**src/rtl/core/baro_cmp_pkg.sv**
```systemverilog
// ----------------------------------------------------------------------------
// Barometric compensation package
// Types and constants shared by the compensation pipeline modules.
// ----------------------------------------------------------------------------
`default_nettype none

package baro_cmp_pkg;

  localparam int RAW_W   = 24;  // raw conversion width
  localparam int COEF_W  = 16;  // calibration coefficient width
  localparam int IDX_W   = 3;   // configuration register index width
  localparam int TEMP_W  = 20;  // internal temperature width, signed
  localparam int WIDE_W  = 40;  // offset and sensitivity width, signed
  localparam int T2_W    = 17;  // second-order temperature term width
  localparam int TOUT_W  = 19;  // output temperature width
  localparam int POUT_W  = 32;  // output pressure width

  // Configuration register indexes.
  localparam logic [IDX_W-1:0] REG_PRESSURE_SENSITIVITY  = 3'd0;
  localparam logic [IDX_W-1:0] REG_PRESSURE_OFFSET       = 3'd1;
  localparam logic [IDX_W-1:0] REG_SENSITIVITY_TEMP_COEF = 3'd2;
  localparam logic [IDX_W-1:0] REG_OFFSET_TEMP_COEF      = 3'd3;
  localparam logic [IDX_W-1:0] REG_REFERENCE_TEMP        = 3'd4;
  localparam logic [IDX_W-1:0] REG_TEMP_COEF             = 3'd5;

  // Temperature thresholds in 0.01 C.
  localparam logic signed [TEMP_W-1:0] TEMP_BASE    = 20'sd2000;
  localparam logic signed [TEMP_W-1:0] COLD_LIMIT   = -20'sd1500;
  localparam logic signed [TEMP_W-1:0] COLD_OFS     = 20'sd1500;
  localparam logic signed [TEMP_W-1:0] TEMP_OUT_MIN = -20'sd262144;
  localparam logic signed [TEMP_W-1:0] TEMP_OUT_MAX = 20'sd262143;

  typedef struct packed {
    logic [COEF_W-1:0] pressure_sensitivity;
    logic [COEF_W-1:0] pressure_offset;
    logic [COEF_W-1:0] sensitivity_temp_coef;
    logic [COEF_W-1:0] offset_temp_coef;
    logic [COEF_W-1:0] reference_temp;
    logic [COEF_W-1:0] temp_coef;
  } cfg_t;

  // First-order results handed to the low-temperature correction.
  typedef struct packed {
    logic        [RAW_W-1:0]  raw_pressure;
    logic signed [TEMP_W-1:0] temp;
    logic        [T2_W-1:0]   t2;
    logic signed [WIDE_W-1:0] off;
    logic signed [WIDE_W-1:0] sens;
  } first_t;

  // Fully corrected terms handed to the pressure stage.
  typedef struct packed {
    logic        [RAW_W-1:0]  raw_pressure;
    logic signed [TEMP_W-1:0] temp;
    logic signed [WIDE_W-1:0] off;
    logic signed [WIDE_W-1:0] sens;
  } comp_t;

endpackage

`default_nettype wire

```
**src/rtl/core/baro_cmp_first.sv**
```systemverilog
// ----------------------------------------------------------------------------
// First-order compensation
// Three stages: temperature difference, coefficient products, then the
// first-order temperature, offset and sensitivity.
// ----------------------------------------------------------------------------
`default_nettype none

module baro_cmp_first
  import baro_cmp_pkg::*;
(
  input  wire logic             clk,
  input  wire logic             rst,
  input  wire logic             adv,
  input  wire cfg_t             cfg,
  input  wire logic             in_valid,
  input  wire logic [RAW_W-1:0] raw_pressure,
  input  wire logic [RAW_W-1:0] raw_temperature,
  output logic                  out_valid,
  output first_t                out
);

  logic v1, v2, v3;

  logic signed [24:0] dt1;
  logic [RAW_W-1:0]   rp1, rp2;
  logic signed [41:0] m6, m4, m3;
  logic [47:0]        msq;
  logic signed [49:0] sq;
  logic signed [41:0] m6_b, m4_b, m3_b;

  always_ff @(posedge clk) begin
    if (rst) begin
      v1 <= 1'b0;
      v2 <= 1'b0;
      v3 <= 1'b0;
    end else if (adv) begin
      v1 <= in_valid;
      v2 <= v1;
      v3 <= v2;
    end
  end

  always_comb begin
    sq   = dt1 * dt1;
    // Bias negative values so the shift truncates toward zero.
    m6_b = m6 + $signed({19'd0, {23{m6[41]}}});
    m4_b = m4 + $signed({35'd0, {7{m4[41]}}});
    m3_b = m3 + $signed({34'd0, {8{m3[41]}}});
  end

  always_ff @(posedge clk) begin
    if (adv) begin
      dt1 <= $signed({1'b0, raw_temperature}) - $signed({1'b0, cfg.reference_temp, 8'h00});
      rp1 <= raw_pressure;

      m6  <= dt1 * $signed({1'b0, cfg.temp_coef});
      m4  <= dt1 * $signed({1'b0, cfg.offset_temp_coef});
      m3  <= dt1 * $signed({1'b0, cfg.sensitivity_temp_coef});
      msq <= sq[47:0];
      rp2 <= rp1;

      out.raw_pressure <= rp2;
      out.temp <= TEMP_BASE + $signed({m6_b[41], m6_b[41:23]});
      out.off  <= $signed({8'd0, cfg.pressure_offset, 16'd0})
                + $signed({{5{m4_b[41]}}, m4_b[41:7]});
      out.sens <= $signed({9'd0, cfg.pressure_sensitivity, 15'd0})
                + $signed({{6{m3_b[41]}}, m3_b[41:8]});
      out.t2   <= msq[47:31];
    end
  end

  assign out_valid = v3;

endmodule

`default_nettype wire

```
**config.mk**
```make
export PLATFORM = sky130hd
export DESIGN_NAME = baro_cmp_first
export DESIGN_NICKNAME = d
export VERILOG_FILES = /design/src/rtl/core/baro_cmp_pkg.sv /design/src/rtl/core/baro_cmp_first.sv
export SDC_FILE = /design/constraint.sdc
export NUM_CORES = 2
export LEC_CHECK = 0
export ABC_CLOCK_PERIOD_IN_PS = 10700
export BUFFER_PORTS_ARGS = -buffer_cell sky130_fd_sc_hd__buf_4
export CORE_MARGIN = 3
export CORE_UTILIZATION = 53
export CTS_CLUSTER_DIAMETER = 40
export DETAILED_ROUTE_END_ITERATION = 7
export HOLD_SLACK_MARGIN = 0.12
export PLACE_DENSITY_LB_ADDON = 0.25
export SETUP_SLACK_MARGIN = 0.3
export SYNTH_ARGS = -nofsm -noshare
export SYNTH_HDL_FRONTEND = slang
export SYNTH_SLANG_ARGS = --single-unit
```
**constraint.sdc**
```tcl
create_clock -name clk -period 10.7 [get_ports clk]
set_input_delay 2.14 -clock clk [delete_from_list [all_inputs] [get_ports clk]]
set_output_delay 2.14 -clock clk [all_outputs]
set_load 0.02 [all_outputs]
```
==> impl_metrics.yaml <==
worst_setup_path:
  crit_fanout: 35
  critPathKind: "reg -> reg"
  cp-end-kind: "flop"
  start_kind: "flop"
  critPathArrivalTime_ns: 9.11
  critPathRequiredTime_ns: 11.11
detailed_routing:
  detail_route.wl_per_cell_um: 17.9
  route.detailed.drc: 0
  vias: 52425
  dr.pass1.iters: 6
  ant_nets: 0
  vias_per_cell: 5.28
  routed_wl_um: 178000
  first_iter_violations: 2964
grt:
  grt_pass1_wl_um: 301000
  grt_pass1_vias: 58619
  grt_max_degree: 149
  antenna_found_initial: 8
  grt_overflow_total: 0
  grt.total_usage_pct: 24.9
clocking:
  htreeDepth: 2
  cts_setup_buffers: 0
  clock_latency_ns: 0.67
  ctsHoldBuffers: 0
  root_buffer: "clkbuf_16"
  path_clk_slew_ns: 0.06
  cts_tree: "done"
  cts.sinks: 351
  cts.repair.resized: 0
  cts_inserted_buffers: 61
  cts.path.max_buffers: 3
yosys:
  synth_top_area_share_pct: 45.7
  synth_most_common_cell: "inv_1"
  synthArstFlopShare_pct: 0
  ys_top_cells_by_area: "fa_1, edfxtp_1, inv_1"
  synth_edf_count: 348
  syn_area_sq_um: 77400
  synth.avg_cell_area_sq_um: 9.81
  yosys_warnings: 0
  yosys.area.top_type: "fa_1"
  ys_seq_area_share_pct: 13.6
  synth_fp_nets: 10345
  ys.flop_type: "edfxtp_1"
  yosysUniqueCellTypes: 78
  synth_cells: 7891
  ys_ff_latch: 351
  synth_common_cells: "inv_1, fa_1, nand2_1"
finish:
  finish.utilization_pct: 57.7
  area_delta_synth_final_pct: 7.55
  n_fill_cell: 12501
  drive_above_1_share_pct: 5.94
  finish.instance_area_sq_um: 83200
  nets: 10431
sta:
  finalHoldViolations: 0
  worstMarginPinSlew_ns: 1.06
  rsz0062_at_grt: "no"
  fin_setup_tns_ns: 0
  clock_skew_ns: 0.0230
  fin_crit_sh_pct: 81.3
  setup_viol: 0
  fin_crit_ns: 8.70
  max_freq_mhz: 115
  fin_hold_ws_ns: 0.409
  slew_viol_final: 0
  slew-limit-headroom_pct: 29.1
run_status:
  run_status: "complete, no violations"
die:
  rows: 139
  die_w_um: 388
  die-area_sq_um: 151000
  core_sq_um: 144000
  die_h_um: 388
  initial_utilization_pct: 53.6
  pin_count: 290
min_path:
  hold_class: "reg -> reg"
placed_design:
  placed_area_sq_um: 81200
  dp_hpwl_um: 140000
  io_buffers: 289
  gp_congestion: 0.900
job:
  cap_violations: 0
-- kinds of logic (layout without fill, tap and decap cells) --
logic type / Yosys count / in the layout / synth area share (%)
compound gates: 509 / 509 / 4.24
other cells: 0 / 5 / 0
mux: 6 / 6 / 0.0776
xor+xnor: 292 / 292 / 3.31
flops: 351 / 351 / 13.6
buf+inv: 2385 / 2522 / 11.6
fa+ha+maj: 2308 / 2308 / 54.4
simple gates: 2040 / 2040 / 12.7
-- through the flow --
stage	cells	worst slack, ns
after floorplan	7891	2.46
after global placement	9817	2.07
after detailed placement	9817	1.99
after CTS	9931	2.02
after global routing	9931	1.63
final	9936	2.00
-- cell type report --
class / count / area, sq um / area share (%)
antenna: 5 / 12.5 / 0.0150
clock buffer: 66 / 1570 / 1.88
clock inverter: 48 / 455 / 0.547
inverter: 2060 / 7730 / 9.29
multi-input combinational: 5155 / 57900 / 69.6
sequential: 351 / 10500 / 12.6
tap: 1903 / 2380 / 2.86
timing repair buffer: 348 / 2680 / 3.22
-- critical path: stages (launching register included) --
cell and delay (ns):
edfxtp_1 0.86, buf_4 0.64, nand2_1 0.20, fa_1 0.54, inv_1 0.06, fa_1 0.53, inv_1 0.06, fa_1 0.54
inv_1 0.07, fa_1 0.51, inv_1 0.06, fa_1 0.53, inv_1 0.05, fa_1 0.50, inv_1 0.06, fa_1 0.48
inv_1 0.05, ha_1 0.30, a21oi_1 0.19, nand2_1 0.07, nor4_1 0.34, nand3_1 0.19, and2_1 0.24, a21oi_1 0.53
o211ai_1 0.27, a31o_2 0.30, a21oi_1 0.18, xnor2_1 0.08
-- registers in the layout (all words and copies together), names as in the netlist --
name / count
dt1: 25
m3: 42
m4: 42
m6: 42
msq: 17
out: 132
out_valid: 1
rp1: 24
rp2: 24
v1: 1
v2: 1
-- metal layers --
metal,vias up,wire [um],track usage (%)
met3,365,12400,4.23
met2,1623,86400,41.8
met5,-,39,0
li1,23459,-,-
met1,26972,73200,33.3
met4,6,5710,7.46
-- final timing paths --
check	start	end	slack [ns]	cells past startpoint
worst max register to register	dt1[16]	msq[46]	2.00	27
worst min register to register	rp2[0]	out[117]	0.41	0
worst max-delay path	dt1[16]	msq[46]	2.00	27
worst min-delay path	rp2[0]	out[117]	0.41	0
-- placed cells by master, fill, tap and decap left out, types with 9 or more instances in the layout --
cell type,n
xnor2_1,212
or2_2,12
nor3_1,34
o211ai_1,17
or3_1,10
nor2b_1,34
ha_1,541
and3_1,27
inv_1,2058
nand2_1,991
o21ai_0,79
fa_1,1765
o21bai_1,26
a31oi_1,15
nand4_1,29
a211oi_1,34
nor2_1,153
edfxtp_1,348
o21a_1,25
a21o_1,72
a21oi_1,167
and4_1,9
and2_1,606
nand3_1,70
nor4_1,9
buf_4,342
xor2_1,80
clkinv_1,14
nand2b_1,37
clkbuf_16,62
Power is left out: the tool's default activity adds up to more than one toggle a clock period on the data nets, which glitch-free logic cannot reach.
