**config.mk**
```make
export PLATFORM = sky130hd
export DESIGN_NAME = baro_cmp_second
export DESIGN_NICKNAME = d
export VERILOG_FILES = /design/src/rtl/core/baro_cmp_pkg.sv /design/src/rtl/core/baro_cmp_second.sv
export SDC_FILE = /design/constraint.sdc
export NUM_CORES = 2
export LEC_CHECK = 0
export BUFFER_PORTS_ARGS = -buffer_cell sky130_fd_sc_hd__buf_2
export CAP_MARGIN = 20
export CORE_MARGIN = 8
export CORE_UTILIZATION = 40
export CTS_CLUSTER_DIAMETER = 200
export CTS_CLUSTER_SIZE = 28
export DETAILED_ROUTE_END_ITERATION = 10
export GPL_ROUTABILITY_DRIVEN = 0
export MAX_ROUTING_LAYER = met4
export PLACE_DENSITY = 0.55
export SLEW_MARGIN = 20
export SYNTH_ARGS = -nofsm -noshare
export SYNTH_HDL_FRONTEND = slang
export SYNTH_SLANG_ARGS = --single-unit
export TNS_END_PERCENT = 30
```
**constraint.sdc**
```tcl
create_clock -name clk -period 20.1 [get_ports clk]
set_clock_uncertainty 0.05 [all_clocks]
set_input_delay 0 -clock clk [delete_from_list [all_inputs] [get_ports clk]]
set_output_delay 0 -clock clk [all_outputs]
set_load 0.005 [all_outputs]
```
**src/rtl/core/baro_cmp_pkg.sv**
```systemverilog
// ----------------------------------------------------------------------------
// Barometric compensation package
// Types and constants shared by the compensation pipeline modules.
// ----------------------------------------------------------------------------
`default_nettype none

package baro_cmp_pkg;

  localparam int RAW_W   = 24;  // raw conversion width
  localparam int COEF_W  = 16;  // calibration coefficient width
  localparam int IDX_W   = 3;   // configuration register index width
  localparam int TEMP_W  = 20;  // internal temperature width, signed
  localparam int WIDE_W  = 40;  // offset and sensitivity width, signed
  localparam int T2_W    = 17;  // second-order temperature term width
  localparam int TOUT_W  = 19;  // output temperature width
  localparam int POUT_W  = 32;  // output pressure width

  // Configuration register indexes.
  localparam logic [IDX_W-1:0] REG_PRESSURE_SENSITIVITY  = 3'd0;
  localparam logic [IDX_W-1:0] REG_PRESSURE_OFFSET       = 3'd1;
  localparam logic [IDX_W-1:0] REG_SENSITIVITY_TEMP_COEF = 3'd2;
  localparam logic [IDX_W-1:0] REG_OFFSET_TEMP_COEF      = 3'd3;
  localparam logic [IDX_W-1:0] REG_REFERENCE_TEMP        = 3'd4;
  localparam logic [IDX_W-1:0] REG_TEMP_COEF             = 3'd5;

  // Temperature thresholds in 0.01 C.
  localparam logic signed [TEMP_W-1:0] TEMP_BASE    = 20'sd2000;
  localparam logic signed [TEMP_W-1:0] COLD_LIMIT   = -20'sd1500;
  localparam logic signed [TEMP_W-1:0] COLD_OFS     = 20'sd1500;
  localparam logic signed [TEMP_W-1:0] TEMP_OUT_MIN = -20'sd262144;
  localparam logic signed [TEMP_W-1:0] TEMP_OUT_MAX = 20'sd262143;

  typedef struct packed {
    logic [COEF_W-1:0] pressure_sensitivity;
    logic [COEF_W-1:0] pressure_offset;
    logic [COEF_W-1:0] sensitivity_temp_coef;
    logic [COEF_W-1:0] offset_temp_coef;
    logic [COEF_W-1:0] reference_temp;
    logic [COEF_W-1:0] temp_coef;
  } cfg_t;

  // First-order results handed to the low-temperature correction.
  typedef struct packed {
    logic        [RAW_W-1:0]  raw_pressure;
    logic signed [TEMP_W-1:0] temp;
    logic        [T2_W-1:0]   t2;
    logic signed [WIDE_W-1:0] off;
    logic signed [WIDE_W-1:0] sens;
  } first_t;

  // Fully corrected terms handed to the pressure stage.
  typedef struct packed {
    logic        [RAW_W-1:0]  raw_pressure;
    logic signed [TEMP_W-1:0] temp;
    logic signed [WIDE_W-1:0] off;
    logic signed [WIDE_W-1:0] sens;
  } comp_t;

endpackage

`default_nettype wire

```
**src/rtl/core/baro_cmp_second.sv**
```systemverilog
// ----------------------------------------------------------------------------
// Low-temperature correction
// Three stages: squared temperature distances, correction terms, and their
// subtraction from the first-order results.
// ----------------------------------------------------------------------------
`default_nettype none

module baro_cmp_second
  import baro_cmp_pkg::*;
(
  input  wire logic   clk,
  input  wire logic   rst,
  input  wire logic   adv,
  input  wire logic   in_valid,
  input  wire first_t in,
  output logic        out_valid,
  output comp_t       out
);

  logic v4, v5, v6;

  first_t p4, p5;
  logic   low4, cold4;
  logic [35:0] sq_lo4, sq_vc4;
  logic [WIDE_W-1:0] off2_5, sens2_5;
  logic [T2_W-1:0]   t2_5;

  logic signed [TEMP_W-1:0] dlow, dvc;
  logic signed [39:0] prod_lo, prod_vc;
  logic [38:0] five_lo, seven_vc;
  logic [39:0] eleven_vc;

  always_ff @(posedge clk) begin
    if (rst) begin
      v4 <= 1'b0;
      v5 <= 1'b0;
      v6 <= 1'b0;
    end else if (adv) begin
      v4 <= in_valid;
      v5 <= v4;
      v6 <= v5;
    end
  end

  always_comb begin
    dlow      = in.temp - TEMP_BASE;
    dvc       = in.temp + COLD_OFS;
    prod_lo   = dlow * dlow;
    prod_vc   = dvc * dvc;
    five_lo   = {3'd0, sq_lo4} + {1'b0, sq_lo4, 2'd0};
    seven_vc  = {sq_vc4, 3'd0} - {3'd0, sq_vc4};
    eleven_vc = {1'b0, sq_vc4, 3'd0} + {3'd0, sq_vc4, 1'b0} + {4'd0, sq_vc4};
  end

  always_ff @(posedge clk) begin
    if (adv) begin
      p4     <= in;
      low4   <= in.temp < TEMP_BASE;
      cold4  <= in.temp < COLD_LIMIT;
      sq_lo4 <= prod_lo[35:0];
      sq_vc4 <= prod_vc[35:0];

      p5 <= p4;
      if (low4) begin
        off2_5  <= {2'd0, five_lo[38:1]} + (cold4 ? {1'b0, seven_vc} : 40'd0);
        sens2_5 <= {3'd0, five_lo[38:2]} + (cold4 ? {1'b0, eleven_vc[39:1]} : 40'd0);
        t2_5    <= p4.t2;
      end else begin
        off2_5  <= '0;
        sens2_5 <= '0;
        t2_5    <= '0;
      end

      out.raw_pressure <= p5.raw_pressure;
      out.temp <= p5.temp - $signed({3'd0, t2_5});
      out.off  <= p5.off - $signed(off2_5);
      out.sens <= p5.sens - $signed(sens2_5);
    end
  end

  assign out_valid = v6;

  // The very-cold correction only ever rides on top of the low-temperature one.
  a_cold_implies_low: assert property (@(posedge clk) disable iff (rst)
    v4 && cold4 |-> low4)
    else $error("cold flag set without low-temperature flag");

endmodule

`default_nettype wire

```
==> qor.yml <==
arrival_ns: 10.87
regArea_sq_um: 16700
cts_setup_buffers: 0
die_height_um: 392
clk_pin_slew_ns: 0.12
fin_nets: 7224
max_freq_mhz: 94.8
h-tree-depth: 1
synthArstFlopShare_pct: 0
grt_pass1_wl_mm: 223
design_area_sq_um: 63000
hold_class: "primary input to flip-flop"
synthToLayoutAreaGrowth_pct: 11.6
drc: 0
synthFlopType: "edfxtp_1"
die_area_sq_um: 153000
crit_top_cell: "fa_1"
insertion_delay_ns: 0.64
critPathMaxFanout: 19
slew_headroom_pct: 26.3
grt_max_degree: 135
core_area_sq_um: 141000
reg2reg_from: "sq_lo4[2]"
diodes: 0
gr-total-overflow: 0
vias_per_cell: 4.95
fin_setup_tns_ns: 0
drive_above_1_share_pct: 6.33
io_buffers: 269
start_util_pct: 40.1
multi_input_area_sq_um: 35100
clk_path_buf_depth: 3
synth_cell_types: 76
root_buffer: "clkbuf_16"
holdWs_ns: 0.0501
cts_sinks: 557
pin_count: 270
seq_area_frac_synth_pct: 29.6
postSynthCellCount: 5404
routedWlPerCell_um: 17.8
rsz0062_at_grt: "no"
synth_edf_count: 554
syn_area_per_cell_sq_um: 10.4
fillers: 13400
crit_path_start_kind: "primary input"
cts_buffers: 24
cpMaxStageDelayCell: "xor2_1"
routed_wl_mm: 138
rows: 138
hpwl_mm: 112
cpPeakStageDelay_ns: 0.67
endpoint_kind: "flip-flop"
ys_ff_latch: 557
outcome: "finished clean"
finalSetupViolCount: 0
report.final.hold_viol_count: 0
synthesis.area_sq_um: 56400
grt_antenna_before_repair: 2
drt_iter0_markers: 2162
hold_start: "in[79]"
max_cap_viol_count: 0
cts_tree: "yes"
vias: 38400
placed_area_sq_um: 60100
fp.dieW_um: 392
path_class: "primary input to flip-flop"
dr.pass1.iters: 5
worst_pin_slew_ns: 1.10
layout_min_cycle_time_ns: 10.55
finalCritPeriodShare_pct: 52.5
drv_slew: 0
worstPathRequired_ns: 20.42
grt_pass1_vias: 41000
antenna_left: 0
yosysWarnings: 0
post-route-util_pct: 44.7
critical_path.startpoint: "in[100]"
track_usage_pct: 18.6
layer usage:
metal | global-route usage, % | up-vias | wire, um
met4 | 4.47 | 0 | 3670
met2 | 32.3 | 723 | 68200
met1 | 24.0 | 19100 | 61400
met3 | 1.21 | 157 | 5080
li1 | - | 18500 | -
met5 | - | - | 0
worst max-delay path, delay by kind of cell:
family | cells | cell delay, ns
AO/OA/AOI/OAI | 12 | 2.89
AND/OR/NAND/NOR | 3 | 0.68
buffers and inverters | 8 | 2.27
adder cells (fa/ha/maj) | 9 | 4.25
XOR/XNOR | 2 | 0.76
state kept, by name, indices dropped and copies added (netlist names):
| register | flops |
|---|---|
| t2_5 | 17 |
| cold4 | 1 |
| sens2_5 | 39 |
| p5 | 124 |
| out_valid | 1 |
| off2_5 | 40 |
| sq_lo4 | 34 |
| low4 | 1 |
| out | 124 |
| v4 | 1 |
| p4 | 141 |
| sq_vc4 | 33 |
| v5 | 1 |
synthesized netlist by cell type (51+ instances only):
library cell / n / area share (%)
xnor2_1: 231 / 3.6
o21ai_0: 146 / 1.3
inv_1: 1126 / 7.5
a21o_1: 137 / 1.8
nand3_1: 61 / 0.54
edfxtp_1: 554 / 29
a21oi_1: 272 / 2.4
nor2_1: 404 / 2.7
clkbuf_1: 87 / 0.58
nor3_1: 54 / 0.48
fa_1: 743 / 26
xor2_1: 135 / 2.1
ha_1: 470 / 10
and2_1: 105 / 1.2
o21a_1: 54 / 0.72
nor2b_1: 51 / 0.57
nand2_1: 318 / 2.1
repair_timing:
action	4_1_cts	5_1_grt
endpoints found under the hold margin	221	0
hold buffers	212	0
gates resized for setup	0	0
final timing paths:
check,slack (ns),cells after the start,end
setup / recovery,9.55,34,sq_vc4[35]
hold / removal,0.05,2,p4[79]
setup reg to reg,13.27,22,off2_5[34]
hold reg to reg,0.37,0,p5[106]
cell usage in the layout (no fill, tap or decap), types with 105 or more instances in the layout:
cell type      instances
nand2_1              318
a21oi_1              272
nor2_1               404
dlygate4sd3_1        212
edfxtp_1             554
xor2_1               135
a21o_1               137
and2_1               105
inv_1               1126
xnor2_1              231
buf_2                268
fa_1                 743
ha_1                 470
o21ai_0              146
through the flow:
stage          instances  setup WS (ns)
2_1_floorplan       5405          11.76
3_3_place_gp        7518           9.63
3_5_place_dp        7518           9.54
4_1_cts             7767           9.67
5_1_grt             7767           8.93
6_report            7767           9.55
kinds of logic (layout without fill, tap and decap cells):
group,count (synthesis),count (layout),synth area share (%)
fa+ha+maj,1213,1213,36.8
compound gates,875,875,10.1
simple gates,1164,1164,9.58
mux,7,7,0.124
flops,557,557,29.6
xor+xnor,366,366,5.68
buf+inv,1221,1693,8.12
other cells,1,2,0.00665
layout make-up:
cell class,count,area share (%)
clock inverter,2,0.0576
clock buffer,35,1.05
multi-input combinational,3627,55.8
timing repair buffer,523,6.05
tap,1890,3.76
sequential,557,26.5
inverter,1133,6.76
Power is left out: the tool's default activity adds up to more than one toggle a clock period on the data nets, which glitch-free logic cannot reach.
