### config.mk
export PLATFORM = sky130hd
export DESIGN_NAME = baro_cmp_press
export DESIGN_NICKNAME = d
export VERILOG_FILES = /design/src/rtl/core/baro_cmp_pkg.sv /design/src/rtl/core/baro_cmp_press.sv
export SDC_FILE = /design/constraint.sdc
export NUM_CORES = 2
export LEC_CHECK = 0
export BUFFER_PORTS_ARGS = -buffer_cell sky130_fd_sc_hd__buf_2
export CAP_MARGIN = 20
export CORE_MARGIN = 10
export CORE_UTILIZATION = 45
export CTS_CLUSTER_DIAMETER = 40
export DETAILED_ROUTE_END_ITERATION = 10
export SKIP_CTS_REPAIR_TIMING = 1
export SLEW_MARGIN = 15
export SYNTH_ARGS = -nofsm -noshare
export SYNTH_HDL_FRONTEND = slang
export SYNTH_SLANG_ARGS = --single-unit
### constraint.sdc
create_clock -name clk -period 21.7 [get_ports clk]
set_input_delay 2.17 -clock clk [delete_from_list [all_inputs] [get_ports clk]]
set_output_delay 2.17 -clock clk [all_outputs]
set_load 0.01 [all_outputs]
### src/rtl/core/baro_cmp_pkg.sv
// ----------------------------------------------------------------------------
// Barometric compensation package
// Types and constants shared by the compensation pipeline modules.
// ----------------------------------------------------------------------------
`default_nettype none

package baro_cmp_pkg;

  localparam int RAW_W   = 24;  // raw conversion width
  localparam int COEF_W  = 16;  // calibration coefficient width
  localparam int IDX_W   = 3;   // configuration register index width
  localparam int TEMP_W  = 20;  // internal temperature width, signed
  localparam int WIDE_W  = 40;  // offset and sensitivity width, signed
  localparam int T2_W    = 17;  // second-order temperature term width
  localparam int TOUT_W  = 19;  // output temperature width
  localparam int POUT_W  = 32;  // output pressure width

  // Configuration register indexes.
  localparam logic [IDX_W-1:0] REG_PRESSURE_SENSITIVITY  = 3'd0;
  localparam logic [IDX_W-1:0] REG_PRESSURE_OFFSET       = 3'd1;
  localparam logic [IDX_W-1:0] REG_SENSITIVITY_TEMP_COEF = 3'd2;
  localparam logic [IDX_W-1:0] REG_OFFSET_TEMP_COEF      = 3'd3;
  localparam logic [IDX_W-1:0] REG_REFERENCE_TEMP        = 3'd4;
  localparam logic [IDX_W-1:0] REG_TEMP_COEF             = 3'd5;

  // Temperature thresholds in 0.01 C.
  localparam logic signed [TEMP_W-1:0] TEMP_BASE    = 20'sd2000;
  localparam logic signed [TEMP_W-1:0] COLD_LIMIT   = -20'sd1500;
  localparam logic signed [TEMP_W-1:0] COLD_OFS     = 20'sd1500;
  localparam logic signed [TEMP_W-1:0] TEMP_OUT_MIN = -20'sd262144;
  localparam logic signed [TEMP_W-1:0] TEMP_OUT_MAX = 20'sd262143;

  typedef struct packed {
    logic [COEF_W-1:0] pressure_sensitivity;
    logic [COEF_W-1:0] pressure_offset;
    logic [COEF_W-1:0] sensitivity_temp_coef;
    logic [COEF_W-1:0] offset_temp_coef;
    logic [COEF_W-1:0] reference_temp;
    logic [COEF_W-1:0] temp_coef;
  } cfg_t;

  // First-order results handed to the low-temperature correction.
  typedef struct packed {
    logic        [RAW_W-1:0]  raw_pressure;
    logic signed [TEMP_W-1:0] temp;
    logic        [T2_W-1:0]   t2;
    logic signed [WIDE_W-1:0] off;
    logic signed [WIDE_W-1:0] sens;
  } first_t;

  // Fully corrected terms handed to the pressure stage.
  typedef struct packed {
    logic        [RAW_W-1:0]  raw_pressure;
    logic signed [TEMP_W-1:0] temp;
    logic signed [WIDE_W-1:0] off;
    logic signed [WIDE_W-1:0] sens;
  } comp_t;

endpackage

`default_nettype wire

### src/rtl/core/baro_cmp_press.sv
// ----------------------------------------------------------------------------
// Pressure computation
// Four stages: split product of raw pressure and sensitivity, product sum,
// scale and offset subtraction, final scale and output formatting.
// ----------------------------------------------------------------------------
`default_nettype none

module baro_cmp_press
  import baro_cmp_pkg::*;
(
  input  wire logic                clk,
  input  wire logic                rst,
  input  wire logic                adv,
  input  wire logic                in_valid,
  input  wire comp_t               in,
  output logic                     out_valid,
  output logic signed [TOUT_W-1:0] temperature_centi,
  output logic signed [POUT_W-1:0] pressure_centi
);

  logic v7, v8, v9, v10;

  logic [43:0]          pl7;
  logic signed [44:0]   ph7;
  logic signed [WIDE_W-1:0] off7, off8;
  logic [TOUT_W-1:0]    tc7, tc8, tc9;
  logic signed [63:0]   prod8, prod_b;
  logic signed [43:0]   diff9, diff_b;
  logic [TOUT_W-1:0]    tsat;

  always_ff @(posedge clk) begin
    if (rst) begin
      v7  <= 1'b0;
      v8  <= 1'b0;
      v9  <= 1'b0;
      v10 <= 1'b0;
    end else if (adv) begin
      v7  <= in_valid;
      v8  <= v7;
      v9  <= v8;
      v10 <= v9;
    end
  end

  always_comb begin
    if (in.temp < TEMP_OUT_MIN) begin
      tsat = TEMP_OUT_MIN[TOUT_W-1:0];
    end else if (in.temp > TEMP_OUT_MAX) begin
      tsat = TEMP_OUT_MAX[TOUT_W-1:0];
    end else begin
      tsat = in.temp[TOUT_W-1:0];
    end
    prod_b = prod8 + $signed({43'd0, {21{prod8[63]}}});
    diff_b = diff9 + $signed({29'd0, {15{diff9[43]}}});
  end

  always_ff @(posedge clk) begin
    if (adv) begin
      // Sensitivity split into a signed upper half and an unsigned lower half.
      pl7  <= in.raw_pressure * in.sens[19:0];
      ph7  <= $signed({1'b0, in.raw_pressure}) * $signed(in.sens[39:20]);
      off7 <= in.off;
      tc7  <= tsat;

      prod8 <= $signed({ph7[43:0], 20'd0} + {20'd0, pl7});
      off8  <= off7;
      tc8   <= tc7;

      diff9 <= $signed({prod_b[63], prod_b[63:21]}) - $signed({{4{off8[39]}}, off8});
      tc9   <= tc8;

      // The scaled pressure spans 29 bits at most, so it never reaches the
      // 32-bit limits and sign extension is exact.
      pressure_centi    <= $signed({{3{diff_b[43]}}, diff_b[43:15]});
      temperature_centi <= $signed(tc9);
    end
  end

  assign out_valid = v10;

  a_prod_fits: assert property (@(posedge clk) disable iff (rst)
    v8 |-> prod8[63] == prod8[62])
    else $error("raw pressure times sensitivity overflowed");

endmodule

`default_nettype wire

==> flow_summary.ini <==
[run_status]
status = finished, final reports clean

[sta]
setup_tns_ns = 0
rsz0062_at_grt = false
worstMarginPinSlew_ns = 1.024
fmax_mhz = 110.1
period_needed_ns = 9.080
slew_viol_final = 0
period_share_pct = 41.85
finClkSkew_ns = 0.01672
hold_violations = 0
finalSetupViolCount = 0
maxSlewHeadroom_pct = 31.72

[floorplan]
rows = 121
die_w_um = 350.4
io_pins = 180
die_area_um2 = 122800
initial_core_util_pct = 45.20
coreArea_um2 = 108700
fp.dieH_um = 350.4

[global_route]
grt_max_degree = 130
grt_pass1_wl_um = 193600
grt_overflow = 0
grt_pass1_vias = 35560
antenna_found_initial = 7
grt_usage_pct = 19.73

[final_layout]
drive_above_1_share_pct = 6.208
syn_to_final_growth_pct = 7.434
nets = 6238
nFillCells = 10160
ff_latch_area_um2 = 11520
multi_input_area_um2 = 33440

[clock_network]
numCtsBuffers = 47
cts-htree-levels = 2
cts_tree = built
clk_pin_slew_ns = 0.06
root_buffer = clkbuf_16
clk_latency_ns = 0.58
clockBufferDepth = 3
clock_sinks = 385

[synth]
synth.top_cell.area_share_pct = 32.07
async_flop_share_pct = 0
synth_flop_cell = edfxtp_1
ys_ff_latch = 385
netlist_area_um2 = 49130
syn_inst = 4846
synth.distinct_cells = 78
syn_area_per_cell_um2 = 10.14
synth_fp_nets = 6191
synth_seq_area_share_pct = 23.45
yosys.area.top_type = fa_1
ys_warn_count = 0
synth-edff-count = 381
synthTopCellsByArea = fa_1 32%, edfxtp_1 23%, ha_1 11%

[routing]
dr.pass1.iters = 5
drtAntennaViolNets = 0
totalWireLength_um = 118000
wire_per_inst_um = 18.59
vias = 33070
via_per_inst = 5.212
drtIter0Drc = 1797
drc = 0

[worst_setup_path]
critPathRequiredTime_ns = 22.03
reg2regPathDepth = 22
r2r_end = diff9[42]
r2r-start = prod8[63]
crit_fanout = 40
endpoint_kind = flip-flop
cp.arrival_ns = 9.41
startpoint_type = input port
path_class = input port to flip-flop
startpoint = in[107]
crit_path_end = ph7[43]
reg2reg_slack_ns = 15.58

[placement]
place.gp.congestion = 0.8659
portBuffers = 179
dpl.hpwl_um = 90230

[job]
drv_cap = 0

[hold_path]
hold_path_class = flip-flop to flip-flop
[per-stage QoR]
step / worst slack (ns) / utilization, % / hold slack (ns) / area, um^2 / cells
3_5_place_dp: 12.04 / 47.12 / 0.4045 / 51220 / 6258
5_1_grt: 12.23 / 48.56 / 0.4093 / 52780 / 6343
2_1_floorplan: 12.97 / - / 0.4003 / 49130 / 4846
4_1_cts: 12.69 / 48.56 / 0.4061 / 52780 / 6343
3_3_place_gp: 12.17 / 47.12 / 0.4003 / 51220 / 6258
6_report: 12.62 / 48.56 / 0.4129 / 52780 / 6344
[cells by family (layout without fill, tap and decap cells)]
| family | after synthesis | in the layout | synth area share, % |
|---|---|---|---|
| AND/OR/NAND/NOR | 1435 | 1435 | 14.61 |
| XOR/XNOR | 231 | 231 | 4.118 |
| adder cells (fa/ha/maj) | 1217 | 1217 | 43.02 |
| AO/OA/AOI/OAI | 466 | 466 | 6.201 |
| other | 0 | 1 | 0 |
| multiplexers | 6 | 6 | 0.1222 |
| flip-flops | 385 | 385 | 23.45 |
| buffers and inverters | 1106 | 1189 | 8.478 |
[cell usage in the layout, fill, tap and decap left out, drive strengths merged, types with 35 or more instances in the layout]
cell type and instances:
xnor2 155, and2 494, ha 430, inv 913, clkbuf 55, nand2 577
a21oi 146, buf 203, fa 787, nand3 55, o21ai 87, a21o 84
nand4 35, edfxtp 381, xor2 76, nor2 130
[sequential cells by signal, summed over array words and instances, names as in the netlist, 19 cells and up]
register / count
tc9: 19
off7: 40
pressure_centi: 29
ph7: 44
pl7: 44
tc7: 19
off8: 40
temperature_centi: 19
prod8: 64
tc8: 19
diff9: 44
[synth_stat cells, types with 4 or more instances]
library cell and n:
o21bai_1 19, or3_1 7, fa_1 787, a221o_1 4, dfxtp_1 4, o2111ai_1 5
nand2b_1 29, o41ai_1 4, and4_1 9, mux2i_1 6, and3_1 32, ha_1 430
a21boi_0 5, xor2_1 76, o211ai_1 10, nand3_1 54, nand2_1 577, nand4_1 35
nor3_1 33, a211oi_1 15, and2_1 492, a21oi_1 145, a21o_1 84, xnor2_1 155
o21a_1 16, nor2b_1 15, clkbuf_1 199, o31ai_1 4, inv_1 901, nor2_1 130
a31oi_1 19, o21ai_1 8, o21ai_0 78, o221ai_1 4, a31o_2 4, a211o_1 4
or2_2 4, edfxtp_1 381
[how the worst min path moves through the flow]
| stage | start | endpoint | slack [ns] | cells after the start |
|---|---|---|---|---|
| after CTS | tc8[3] | tc9[3] | 0.41 | 0 |
| after detailed placement | off7[20] | off8[20] | 0.40 | 0 |
| after global routing | off7[35] | off8[35] | 0.41 | 0 |
| after floorplan | off7[0] | off8[0] | 0.40 | 0 |
| final | off7[35] | off8[35] | 0.41 | 0 |
| after global placement | tc8[17] | tc9[17] | 0.40 | 0 |
[final cells by class]
type | count | area share (%)
multi-input combinational | 3355 | 63.36
antenna | 1 | 0.004741
clock inverter | 30 | 0.6614
inverter | 901 | 6.407
tap | 1414 | 3.352
sequential | 385 | 21.83
timing repair buffer | 203 | 2.081
clock buffer | 55 | 2.304
[worst max-delay path, stage by stage]
cell       delay, ns
buf_2           0.76
and2_1          0.25
fa_1            0.40
inv_1           0.08
fa_1            0.44
fa_1            0.51
inv_1           0.05
fa_1            0.55
fa_1            0.42
fa_1            0.51
inv_1           0.06
fa_1            0.48
inv_1           0.04
ha_1            0.36
nand2_1         0.16
nor4_1          0.31
a21oi_1         0.16
a2111oi_0       0.66
or3_1           0.23
a31o_1          0.21
a21o_1          0.16
a2111oi_2       0.07
nor3_1          0.23
xnor2_1         0.10
[layer usage]
layer  GRT usage (%)  part of all wire (%)  up-vias
met1           27.82                    46    16760
met3           3.069                   5.7      150
met4           4.256                   2.1        4
met5               0                 0.020        -
met2           32.02                    46      862
li1                -                     -    15290
Power is not shown: default switching activity piles up to over one toggle a cycle in this logic, so the estimate is an artifact.
